## config.mk

```make
export PLATFORM = sky130hd
export DESIGN_NAME = angle_frame_deframer_core
export DESIGN_NICKNAME = d
export VERILOG_FILES = /design/src/hw/rtl/afd_pkg.sv /design/src/hw/rtl/afd_window.sv /design/src/hw/rtl/afd_decode.sv /design/src/hw/rtl/angle_frame_deframer_core.sv
export SDC_FILE = /design/constraint.sdc
export NUM_CORES = 1
export LEC_CHECK = 0
export ABC_AREA = 0
export BUFFER_PORTS_ARGS = -buffer_cell sky130_fd_sc_hd__buf_2
export CAP_MARGIN = 20
export CORE_MARGIN = 10
export CORE_UTILIZATION = 44
export DETAILED_ROUTE_END_ITERATION = 10
export SLEW_MARGIN = 20
export SYNTH_ARGS = -nofsm -noshare
export SYNTH_HDL_FRONTEND = slang
export SYNTH_SLANG_ARGS = --single-unit
```

## constraint.sdc

```tcl
create_clock -name i_clk -period 6.3 [get_ports i_clk]
set_input_delay 0 -clock i_clk [delete_from_list [all_inputs] [get_ports i_clk]]
set_output_delay 0 -clock i_clk [all_outputs]
set_load 0.005 [all_outputs]
```

## src/hw/rtl/afd_pkg.sv

```systemverilog
// ----------------------------------------------------------------------------
// afd_pkg
// shared constants and types of the angle frame deframer
// ----------------------------------------------------------------------------
`default_nettype none

package afd_pkg;

    localparam int BYTE_W      = 8;
    localparam int FRAME_LEN   = 8;
    localparam int WIN_DEPTH   = FRAME_LEN - 1;
    localparam int SEEN_W      = 3;
    localparam int FIELD_W     = 6;
    localparam int ANGLE_W     = 3 * FIELD_W;
    localparam int ELEV_W      = ANGLE_W + 1;
    localparam int OUT_DATA_W  = 40;

    localparam logic [SEEN_W-1:0]  SEEN_FULL  = SEEN_W'(WIN_DEPTH);
    localparam logic [BYTE_W-1:0]  HDR_MASK   = 8'h44;
    localparam logic [BYTE_W-1:0]  HDR_VALUE  = 8'h40;
    localparam logic [ANGLE_W-1:0] HALF_TURN  = 18'h20000;
    localparam logic [ANGLE_W-1:0] OFFSET_RST = 18'h08000;

    // candidate frame handed from the window stage to the decode stage
    typedef struct packed {
        logic                              chk;
        logic [FRAME_LEN-1:0][BYTE_W-1:0]  bytes;
    } t_frame;

endpackage

`default_nettype wire

```

## src/hw/rtl/afd_window.sv

```systemverilog
// ----------------------------------------------------------------------------
// afd_window
// sliding byte window per packet and the candidate frame register
// ----------------------------------------------------------------------------
`default_nettype none

module afd_window
    import afd_pkg::*;
(
    input  wire logic               i_clk,
    input  wire logic               i_rst_n,
    input  wire logic               i_accept,
    input  wire logic [BYTE_W-1:0]  i_data_byte,
    input  wire logic               i_packet_start,
    input  wire logic               i_advance,
    output t_frame                  o_frame,
    output logic                    o_frame_vld
);

    logic [WIN_DEPTH-1:0][BYTE_W-1:0] r_win, n_win;
    logic [SEEN_W-1:0]                r_seen, n_seen;
    logic                             r_vld, n_vld;
    t_frame                           r_frame, n_frame;

    logic [WIN_DEPTH-1:0][BYTE_W-1:0] base_win;
    logic [SEEN_W-1:0]                base_seen;

    always_comb begin
        // a new packet starts from an empty window
        base_win  = i_packet_start ? '0 : r_win;
        base_seen = i_packet_start ? '0 : r_seen;

        n_frame.chk   = (base_seen == SEEN_FULL);
        n_frame.bytes = {i_data_byte, base_win};

        n_win  = {i_data_byte, base_win[WIN_DEPTH-1:1]};
        n_seen = (base_seen == SEEN_FULL) ? SEEN_FULL : base_seen + SEEN_W'(1);

        if (i_accept) begin
            n_vld = 1'b1;
        end else if (i_advance) begin
            n_vld = 1'b0;
        end else begin
            n_vld = r_vld;
        end
    end

    always_ff @(posedge i_clk) begin
        if (!i_rst_n) begin
            r_win  <= '0;
            r_seen <= '0;
            r_vld  <= 1'b0;
        end else begin
            r_vld <= n_vld;
            if (i_accept) begin
                r_win  <= n_win;
                r_seen <= n_seen;
            end
        end
    end

    always_ff @(posedge i_clk) begin
        if (i_accept) begin
            r_frame <= n_frame;
        end
    end

    assign o_frame     = r_frame;
    assign o_frame_vld = r_vld;

endmodule

`default_nettype wire

```

## src/hw/rtl/afd_decode.sv

```systemverilog
// ----------------------------------------------------------------------------
// afd_decode
// frame check, angle assembly and the result register
// ----------------------------------------------------------------------------
`default_nettype none

module afd_decode
    import afd_pkg::*;
(
    input  wire logic                i_clk,
    input  wire logic                i_rst_n,
    input  wire t_frame              i_frame,
    input  wire logic                i_frame_vld,
    input  wire logic [ANGLE_W-1:0]  i_elev_offset,
    input  wire logic                i_out_ready,
    output logic                     o_free,
    output logic                     o_out_vld,
    output logic [ANGLE_W-1:0]       o_bearing,
    output logic [ELEV_W-1:0]        o_elevation
);

    logic                 r_out_vld, n_out_vld;
    logic [ANGLE_W-1:0]   r_bearing, n_bearing;
    logic [ELEV_W-1:0]    r_elev, n_elev;

    logic [BYTE_W-1:0]    xsum;
    logic                 frame_ok;
    logic                 free;
    logic                 load;
    logic [ANGLE_W-1:0]   raw_elev;
    logic [ANGLE_W:0]     elev_sum;
    logic [ANGLE_W-1:0]   elev_wrap;

    always_comb begin
        xsum = i_frame.bytes[0] ^ i_frame.bytes[1] ^ i_frame.bytes[2] ^ i_frame.bytes[3]
             ^ i_frame.bytes[4] ^ i_frame.bytes[5] ^ i_frame.bytes[6];

        frame_ok = i_frame.chk
                && ((i_frame.bytes[0] & HDR_MASK) == HDR_VALUE)
                && (xsum[FIELD_W-1:0] == i_frame.bytes[7][FIELD_W-1:0])
                && i_frame.bytes[7][BYTE_W-1]
                && !i_frame.bytes[6][0];

        n_bearing = {i_frame.bytes[0][FIELD_W-1:0], i_frame.bytes[1][FIELD_W-1:0],
                     i_frame.bytes[2][FIELD_W-1:0]};
        raw_elev  = {i_frame.bytes[3][FIELD_W-1:0], i_frame.bytes[4][FIELD_W-1:0],
                     i_frame.bytes[5][FIELD_W-1:0]};

        // offset mod full turn, then anything past a half turn goes negative
        elev_sum  = {1'b0, raw_elev} + {1'b0, i_elev_offset};
        elev_wrap = elev_sum[ANGLE_W-1:0];
        n_elev    = {(elev_wrap > HALF_TURN), elev_wrap};

        free = !r_out_vld || i_out_ready;
        load = i_frame_vld && free && frame_ok;

        if (load) begin
            n_out_vld = 1'b1;
        end else if (i_out_ready) begin
            n_out_vld = 1'b0;
        end else begin
            n_out_vld = r_out_vld;
        end
    end

    always_ff @(posedge i_clk) begin
        if (!i_rst_n) begin
            r_out_vld <= 1'b0;
        end else begin
            r_out_vld <= n_out_vld;
        end
    end

    always_ff @(posedge i_clk) begin
        if (load) begin
            r_bearing <= n_bearing;
            r_elev    <= n_elev;
        end
    end

    assign o_free      = free;
    assign o_out_vld   = r_out_vld;
    assign o_bearing   = r_bearing;
    assign o_elevation = r_elev;

endmodule

`default_nettype wire

```

## src/hw/rtl/angle_frame_deframer_core.sv

```systemverilog
// ----------------------------------------------------------------------------
// angle_frame_deframer_core
// finds 8-byte angle frames in a byte stream, emits bearing and elevation
//
// channel   dir   handshake                    payload
// s_axis    in    s_axis_tvalid/s_axis_tready  tdata: data_byte, tuser: packet_start
// m_axis    out   m_axis_tvalid/m_axis_tready  tdata: bearing, elevation
// cfg       in    i_cfg_valid/o_cfg_ready      i_cfg_data: elevation_offset
//
// one byte per cycle while s_axis_tready is high; a byte goes through the
// window register and then the result register before a matching frame
// shows on m_axis. s_axis_tready drops only while the result register is
// full and m_axis_tready is low with a byte waiting in the window stage.
// reset is synchronous, active low; it empties the window and sets the
// elevation offset to 45 degrees.
// ----------------------------------------------------------------------------
`default_nettype none

module angle_frame_deframer_core
    import afd_pkg::*;
(
    input  wire logic                   i_clk,
    input  wire logic                   i_rst_n,
    input  wire logic                   s_axis_tvalid,
    output logic                        s_axis_tready,
    input  wire logic [BYTE_W-1:0]      s_axis_tdata,   // [7:0] data_byte
    input  wire logic                   s_axis_tuser,   // [0] packet_start
    output logic                        m_axis_tvalid,
    input  wire logic                   m_axis_tready,
    output logic [OUT_DATA_W-1:0]       m_axis_tdata,   // [17:0] bearing, [36:18] elevation
    input  wire logic                   i_cfg_valid,
    output logic                        o_cfg_ready,
    input  wire logic [ANGLE_W-1:0]     i_cfg_data
);

    logic [ANGLE_W-1:0] r_elev_offset;

    t_frame             frame;
    logic               frame_vld;
    logic               out_free;
    logic               accept;
    logic               advance;
    logic [ANGLE_W-1:0] bearing;
    logic [ELEV_W-1:0]  elevation;

    assign o_cfg_ready = 1'b1;

    always_ff @(posedge i_clk) begin
        if (!i_rst_n) begin
            r_elev_offset <= OFFSET_RST;
        end else if (i_cfg_valid) begin
            r_elev_offset <= i_cfg_data;
        end
    end

    assign advance       = frame_vld && out_free;
    assign s_axis_tready = !frame_vld || out_free;
    assign accept        = s_axis_tvalid && s_axis_tready;

    afd_window u_window (
        .i_clk          (i_clk),
        .i_rst_n        (i_rst_n),
        .i_accept       (accept),
        .i_data_byte    (s_axis_tdata),
        .i_packet_start (s_axis_tuser),
        .i_advance      (advance),
        .o_frame        (frame),
        .o_frame_vld    (frame_vld)
    );

    afd_decode u_decode (
        .i_clk          (i_clk),
        .i_rst_n        (i_rst_n),
        .i_frame        (frame),
        .i_frame_vld    (frame_vld),
        .i_elev_offset  (r_elev_offset),
        .i_out_ready    (m_axis_tready),
        .o_free         (out_free),
        .o_out_vld      (m_axis_tvalid),
        .o_bearing      (bearing),
        .o_elevation    (elevation)
    );

    assign m_axis_tdata = {(OUT_DATA_W - ANGLE_W - ELEV_W)'(0), elevation, bearing};

endmodule

`default_nettype wire

```

==> metrics.md, run 1 <==
| Metric | Value |
|---|---|
| Tmin final | 3860 ps |
| Maxcap violations | 0 |
| Rel. slew slack | 33.2% |
| DR iter-0 viols | 269 |
| Crit-path max FO | 3 |
| Buffers on Ports | 70 |
| Gr ovfl total | 0 |
| Fraction of registers with async set/reset | 0% |
| Drt pass-1 iters | 4 |
| Top layer in use | met4 |
| VDD IR max | 193 uV |
| H-tree Lvls | 4 |
| Crit share post-route | 61.3% |
| Initial antenna violation count | 0 |
| Synth-to-Final Area Change | 20.5% |
| Routed length per placed instance | 15.3 um |
| Count leader, synth | nand2_1 |
| Longest Clk Path Bufs | 2 |
| CP arrival | 4030 ps |
| Max-slew violation count | 0 |
| Met2 wire len | 6700 um |
| Commonest register cell after synthesis | edfxtp_1 |
| CP required | 6470 ps |
| # DRC | 0 |
| Num CTS Buffers | 17 |
| Synth cell types | 52 |
| IO Count | 75 |
| Row Count | 45 |
| Outcome | complete, no violations |
| Pwr dens | 289 nW/um^2 |
| Nets@finish | 743 |
| RSZ-0062 raised after global routing | false |
| Vias in the first global route | 4448 |
| Skew final | 9.39 ps |
| Mapped Area | 6920 sq um |
| Die area | 21100 sq um |
| Wl on met1 | 6480 um |
| Largest net degree at the start of global routing | 73 |
| Post-synth EDFFs | 88 |
| Initial cell density of the core | 45.2% |
| Critical path type | reg2reg |
| Top-area cell type share of the netlist area | 38.2% |
| Core Area | 15300 sq um |
| Post-synth top area cell | edfxtp_1 |
| CP startpoint kind | register |
| Routability cong. | 0.850 |
| CTS clk-pin slew, worst paths | 60 ps |
| Number of inserted diodes | 0 |
| Synth Instances | 601 |
| Die Wd | 145 um |
| GRT Overall Usage | 13.6% |
| Critical path endpoint category | register |
| Skew-Pair Late Insertion Delay | 420 ps |
| Least-Margin Pin Slew | 1000 ps |
| Ranking of synthesized cells by area | edfxtp_1 (38%), dfxtp_1 (21%), xnor2_1 (6.3%) |
| Endpoints failing setup | 0 |
| Top cells by count, synth | nand2_1 (105), edfxtp_1 (88), dfxtp_1 (72) |
| Avg Cell Area, Syn | 11.5 sq um |
| Final HPWL DP | 9490 um |
| Routed WL | 14000 um |
| Hold WC Path Type | in2reg |
| Register area share after synthesis | 59.0% |
| TNS Setup | 0 ps |
| Routed Antenna Nets | 0 |
| Hold Fails Final Rpt | 0 |
| #FFs+latches synth | 160 |
| Yosys warning total | 0 |
| TritonCTS clock tree | yes |
| Pleak | 3.08 nW |
| Total number of clock tree sinks | 160 |
| F_max | 0.259 GHz |
| Vias per Instance | 4.86 |
| Root buf cell | clkbuf_16 |
| Ratio of cells with drive above 1 in the final layout | 15.6% |
| Met3 WL | 592 um |
| Die Y | 145 um |
| First-pass GRT wire length | 23100 um |
| Power Total | 2.41 mW |
| Via count | 4453 |
[routing by layer]
layer  global-route usage (%)  up-vias
li1                         -     2244
met1                     16.9     2083
met2                     21.7      102
met3                     4.10       24
met4                     5.41        0
met5                        0        -
[cell families (layout without fill, tap and decap cells)]
family / count (synthesis) / count (layout) / share of synthesized area, %
XOR/XNOR: 57 / 57 / 7.22
AO/OA/AOI/OAI: 95 / 95 / 9.89
AND/OR/NAND/NOR: 210 / 210 / 15.1
flip-flops: 160 / 160 / 59.0
adder cells (fa/ha/maj): 19 / 19 / 3.54
other: 2 / 4 / 0.109
buffers and inverters: 40 / 142 / 2.53
multiplexers: 18 / 18 / 2.60
[final timing paths]
kind,from,endpoint,slack [ps],cells past startpoint
hold reg to reg,u_window.r_win[6],u_window.r_win[6],460,2
setup reg to reg,u_window.o_frame[40],u_decode.o_elevation[18],2440,12
hold / removal,i_rst_n,r_elev_offset[15],80,2
setup / recovery,u_window.o_frame[40],u_decode.o_elevation[18],2440,12
[stage by stage]
step | std cells | setup slack [ps] | area, sq um | hold slack [ps] | util [%]
2_1_floorplan | 603 | 1050 | 6930 | 98.9 | -
3_3_place_gp | 856 | 2580 | 7430 | 181 | 48.5
3_5_place_dp | 856 | 2460 | 7430 | 181 | 48.5
4_1_cts | 916 | 2450 | 8330 | 146 | 54.4
5_1_grt | 916 | 2230 | 8340 | 104 | 54.4
6_report | 916 | 2440 | 8340 | 83.2 | 54.4
[worst max-delay path: stages (launching register included)]
cell and delay (ps):
edfxtp_1 390, ha_1 230, inv_1 70, fa_1 400, nor2b_1 200, o31a_1 200, o21ai_1 100, a21boi_0 300
xor2_1 120, or4_1 510, or4_1 420, or4_1 420, o31a_1 250
[report_power, final]
part | total [mW] | internal [mW] | switching [mW]
combinational | 0.190 | 0.0873 | 0.103
clock | 1.07 | 0.665 | 0.410
sequential | 1.15 | 1.13 | 0.0169
total | 2.41 | 1.88 | 0.529
[final cells by class]
cell class,instances,area (sq um)
timing repair buffer,102,663
clock inverter,13,188
tap,211,264
clock buffer,19,433
inverter,8,31.3
fill,1359,6980
sequential,160,4080
multi-input combinational,403,2670
[placed cells by master, fill, tap and decap left out, types with 2 or more instances in the layout]
master | Yosys | layout
dfxtp_1 | 72 | 72
conb_1 | 2 | 4
nand2b_1 | 2 | 2
a21oi_1 | 14 | 14
nor3b_1 | 3 | 3
a211oi_1 | 2 | 2
clkbuf_1 | 24 | 2
nor2b_1 | 66 | 66
buf_2 | 1 | 69
buf_4 | 4 | 5
a21boi_0 | 50 | 50
xnor2_1 | 50 | 50
ha_1 | 18 | 18
xor2_1 | 7 | 7
clkinv_2 | 0 | 4
clkbuf_16 | 0 | 17
or4_1 | 3 | 3
nand3_1 | 3 | 3
nor3_1 | 4 | 4
dlygate4sd3_1 | 0 | 28
edfxtp_1 | 88 | 88
nand2_1 | 105 | 105
nand3b_1 | 6 | 6
mux2i_1 | 18 | 18
o21a_1 | 4 | 4
bufinv_16 | 0 | 4
clkinv_4 | 0 | 5
o21bai_1 | 2 | 2
inv_1 | 7 | 7
o21ai_0 | 7 | 7
a21o_1 | 2 | 2
nor2_1 | 10 | 10
o31a_1 | 2 | 2
[state kept, by name, summed over array words and instances (netlist names)]
signal / count
u_window.o_frame: 51
u_window.r_win: 49
u_decode.o_elevation: 19
r_elev_offset: 18
u_decode.o_bearing: 18
u_window.r_seen: 3
u_decode.o_out_vld: 1
u_window.o_frame_vld: 1
[what timing repair did]
item,in CTS,in global routing
resized for setup,0,0
hold buffers,28,0
setup buffers,0,0
endpoints found under the hold margin,34,0
Note: power is estimated with default switching activity, not from simulation.
==> run 2: changes to the inputs <==
==> constraint.sdc (replaced) <==
create_clock -name i_clk -period 3.6 [get_ports i_clk]
set_input_delay 0 -clock i_clk [delete_from_list [all_inputs] [get_ports i_clk]]
set_output_delay 0 -clock i_clk [all_outputs]
set_load 0.005 [all_outputs]
==> run 2 against run 1 <==
Effect of this change: the flow now finishes with violations (negative setup slack); register-to-register slack worse by 2400 ps; via count is 0.27% higher; worst hold slack better by 14 ps; clock power up 76%; flip-flop and latch count did not move; combinational power rose by 92%; non-clock buffer count increased by 19; die area is the same; clock skew rose by 4.6 ps; worst setup slack lost 2400 ps; routed wire length up 1.9%; cell count increased by 2.1%; critical path type unchanged.
==> metrics.md, run 2 (synthesis results as in run 1) <==
| Metric | Value |
|---|---|
| Outcome | finished, violations left |
| Failing checks | negative setup slack |
| Vias in the first global route | 4572 (+2.8%) |
| Skew-Pair Late Insertion Delay | 420 ps (about the same) |
| Routed WL | 14300 um (+1.9%) |
| Routed Antenna Nets | 0 (unchanged) |
| TritonCTS clock tree | yes |
| First-pass GRT wire length | 23400 um (+1.4%) |
| Buffers on Ports | 70 (unchanged) |
| Routed length per placed instance | 15.3 um (-0.20%) |
| Area of the multi-input gates | 2740 sq um (+2.6%) |
| Ratio of cells with drive above 1 in the final layout | 19.6% (+4.0 points) |
| Die Y | 145 um (unchanged) |
| H-tree Lvls | 4 (unchanged) |
| Hold WC Path Type | in2reg |
| Setup slack after layout | -13.2 ps (-2450 ps) |
| Die Wd | 145 um (unchanged) |
| Routability cong. | 0.866 (+1.9%) |
| CP arrival | 3780 ps (-250 ps) |
| Endpoints failing setup | 1 (+1) |
| Drt pass-1 iters | 4 (unchanged) |
| Flip-flop count of the largest register after layout | 51 (unchanged) |
| Tmin final | 3610 ps (-251 ps) |
| RSZ-0062 raised after global routing | true |
| Skew final | 14.0 ps (+4.56 ps) |
| VDD IR max | 394 uV (+100%) |
| CP max-delay cell | or4b_1 |
| Die area | 21100 sq um (unchanged) |
| Synth-to-Final Area Change | 23.9% |
| Layout Cells excl Fill | 935 (+2.1%) |
| Root buf cell | clkbuf_16 |
| Crit-path max FO | 3 (unchanged) |
| Power Total | 4.25 mW (+76%) |
| Initial cell density of the core | 45.2% (unchanged) |
| Crit share post-route | 100% (+39 points) |
| Most frequent cells in the layout | nand2_1 (105), edfxtp_1 (88), dfxtp_1 (72), buf_2 (69), nor2b_1 (65) |
| Pwr dens | 496 nW/um^2 (+71%) |
| Layout fillers | 1303 (-4.1%) |
| Finished Cell Area | 8570 sq um (+2.9%) |
| GRT Overall Usage | 13.7% (+0.086 points) |
| Critical path, cell by cell | buf_6, inv_1, fa_2, nor2b_2, o31a_1, a21oi_2, or4b_1, or4_4, or4_4, or4_1, o31a_1 |
| Initial antenna violation count | 0 (unchanged) |
| F_max | 0.277 GHz (+6.9%) |
| Row Count | 45 (unchanged) |
| Cells after DPL | 873 (+2.0%) |
| Largest net degree at the start of global routing | 73 (unchanged) |
| Min-Delay Endpoint | r_elev_offset[15] |
| Post-DP Area | 7580 sq um (+2.0%) |
| Sequential Area | 4080 sq um (unchanged) |
| Num CTS Buffers | 17 (unchanged) |
| Least-Margin Pin Slew | 667 ps (-334 ps) |
| Final HPWL DP | 9550 um (+0.64%) |
| Maxcap violations | 0 (unchanged) |
| Setup slack, reg-to-reg | -10 ps (-2450 ps) |
| DR iter-0 viols | 219 (-19%) |
| Critical path endpoint category | register |
| CTS clk-pin slew, worst paths | 70 ps (about the same) |
| TNS Setup | -13.2 ps (-13.2 ps) |
| Hold Fails Final Rpt | 0 (unchanged) |
| Commonest non-fill, non-tap cell in the layout | nand2_1 |
| IO Count | 75 (unchanged) |
| Worst r2r src | u_window.o_frame[41] |
| Max-slew violation count | 0 (unchanged) |
| Number of inserted diodes | 0 (unchanged) |
| Pleak | 3.20 nW (+3.9%) |
| CP startpoint kind | register |
| Nets@finish | 762 (+2.6%) |
| Worst R2R End | u_decode.o_elevation[18] |
| Vias per Instance | 4.78 (-1.8%) |
| Via count | 4465 (+0.27%) |
| Gr ovfl total | 0 (unchanged) |
| Total number of clock tree sinks | 160 (unchanged) |
| Reg2reg path depth | 11 (-1) |
| # DRC | 0 (unchanged) |
| Max incr delay on CP | 510 ps (about the same) |
| Core Area | 15300 sq um (unchanged) |
| CP required | 3760 ps (-2710 ps) |
| Longest Clk Path Bufs | 2 (unchanged) |
| Rel. slew slack | 55.5% (+22 points) |
| Critical path type | reg2reg |
| Hold Startpoint | i_rst_n |
| Hold Crit Depth | 2 (unchanged) |
-- run 2: cell count changes in the layout (fill, tap and decap cells not counted), sizes merged --
cell / delta
inv: +2
clkinv: -6
buf: +19
bufinv: -2
clkbuf: +6
-- run 2: routing by layer --
layer | share of wire [%] | GRT usage, % | up-vias
met5 | 0 | 0 | -
met4 | 0.98 | 3.84 | 0
met3 | 3.8 | 4.07 | 9
met2 | 48 | 22.6 | 81
met1 | 47 | 16.9 | 2100
li1 | - | - | 2275
-- run 2: repair_timing --
action | 4_1_cts | 5_1_grt
endpoints found under the setup margin | 1 | 1
hold buffers | 28 | 0
setup buffers | 2 | 0
hold endpoints to repair | 34 | 0
pin swaps | 3 | 2
resized for setup | 10 | 6
-- run 2: worst max-delay path: cells and delay by family (launching register included) --
kind | cells | cell delay (ps)
AOI/OAI and AO/OA | 3 | 510
DFF | 1 | 410
and+or+nand+nor | 5 | 1890
buffers and inverters | 2 | 170
adders and majority gates | 1 | 370
-- run 2: how the worst max path moves through the flow --
stage                                    start                  endpoint  slack [ps]
after floorplan           u_window.o_frame[40]  u_decode.o_elevation[18]         130
after global placement    u_window.o_frame[40]  u_decode.o_elevation[18]           8
after detailed placement  u_window.o_frame[40]  u_decode.o_elevation[18]        -100
after CTS                 u_window.o_frame[41]  u_decode.o_elevation[18]         -20
after global routing      u_window.o_frame[40]  u_decode.o_elevation[18]        -120
final                     u_window.o_frame[41]  u_decode.o_elevation[18]         -10
-- run 2: power by group --
| group | switching [mW] | internal (mW) | leakage (nW) |
|---|---|---|---|
| sequential | 0.0299 | 1.98 | 1.44 |
| combinational | 0.191 | 0.174 | 1.45 |
| clock | 0.701 | 1.18 | 0.315 |
-- run 2: area by class of cell --
cell class | count | area share, %
Clock inverter | 7 | 1.07
Tap cell | 211 | 3.08
Timing Repair Buffer | 121 | 9.59
Clock buffer | 25 | 6.27
Sequential cell | 160 | 47.6
Inverter | 8 | 0.365
Multi-Input combinational cell | 403 | 32.0
-- run 2: stage by stage --
stage                     setup WS [ps]  utilization [%]  hold WS, ps
after floorplan                     130                -         98.9
after global placement             7.54             49.5          180
after detailed placement          -96.8             49.5          182
after CTS                         -21.3             55.8          164
after global routing               -120             56.0          111
final                             -13.2             56.0         97.1
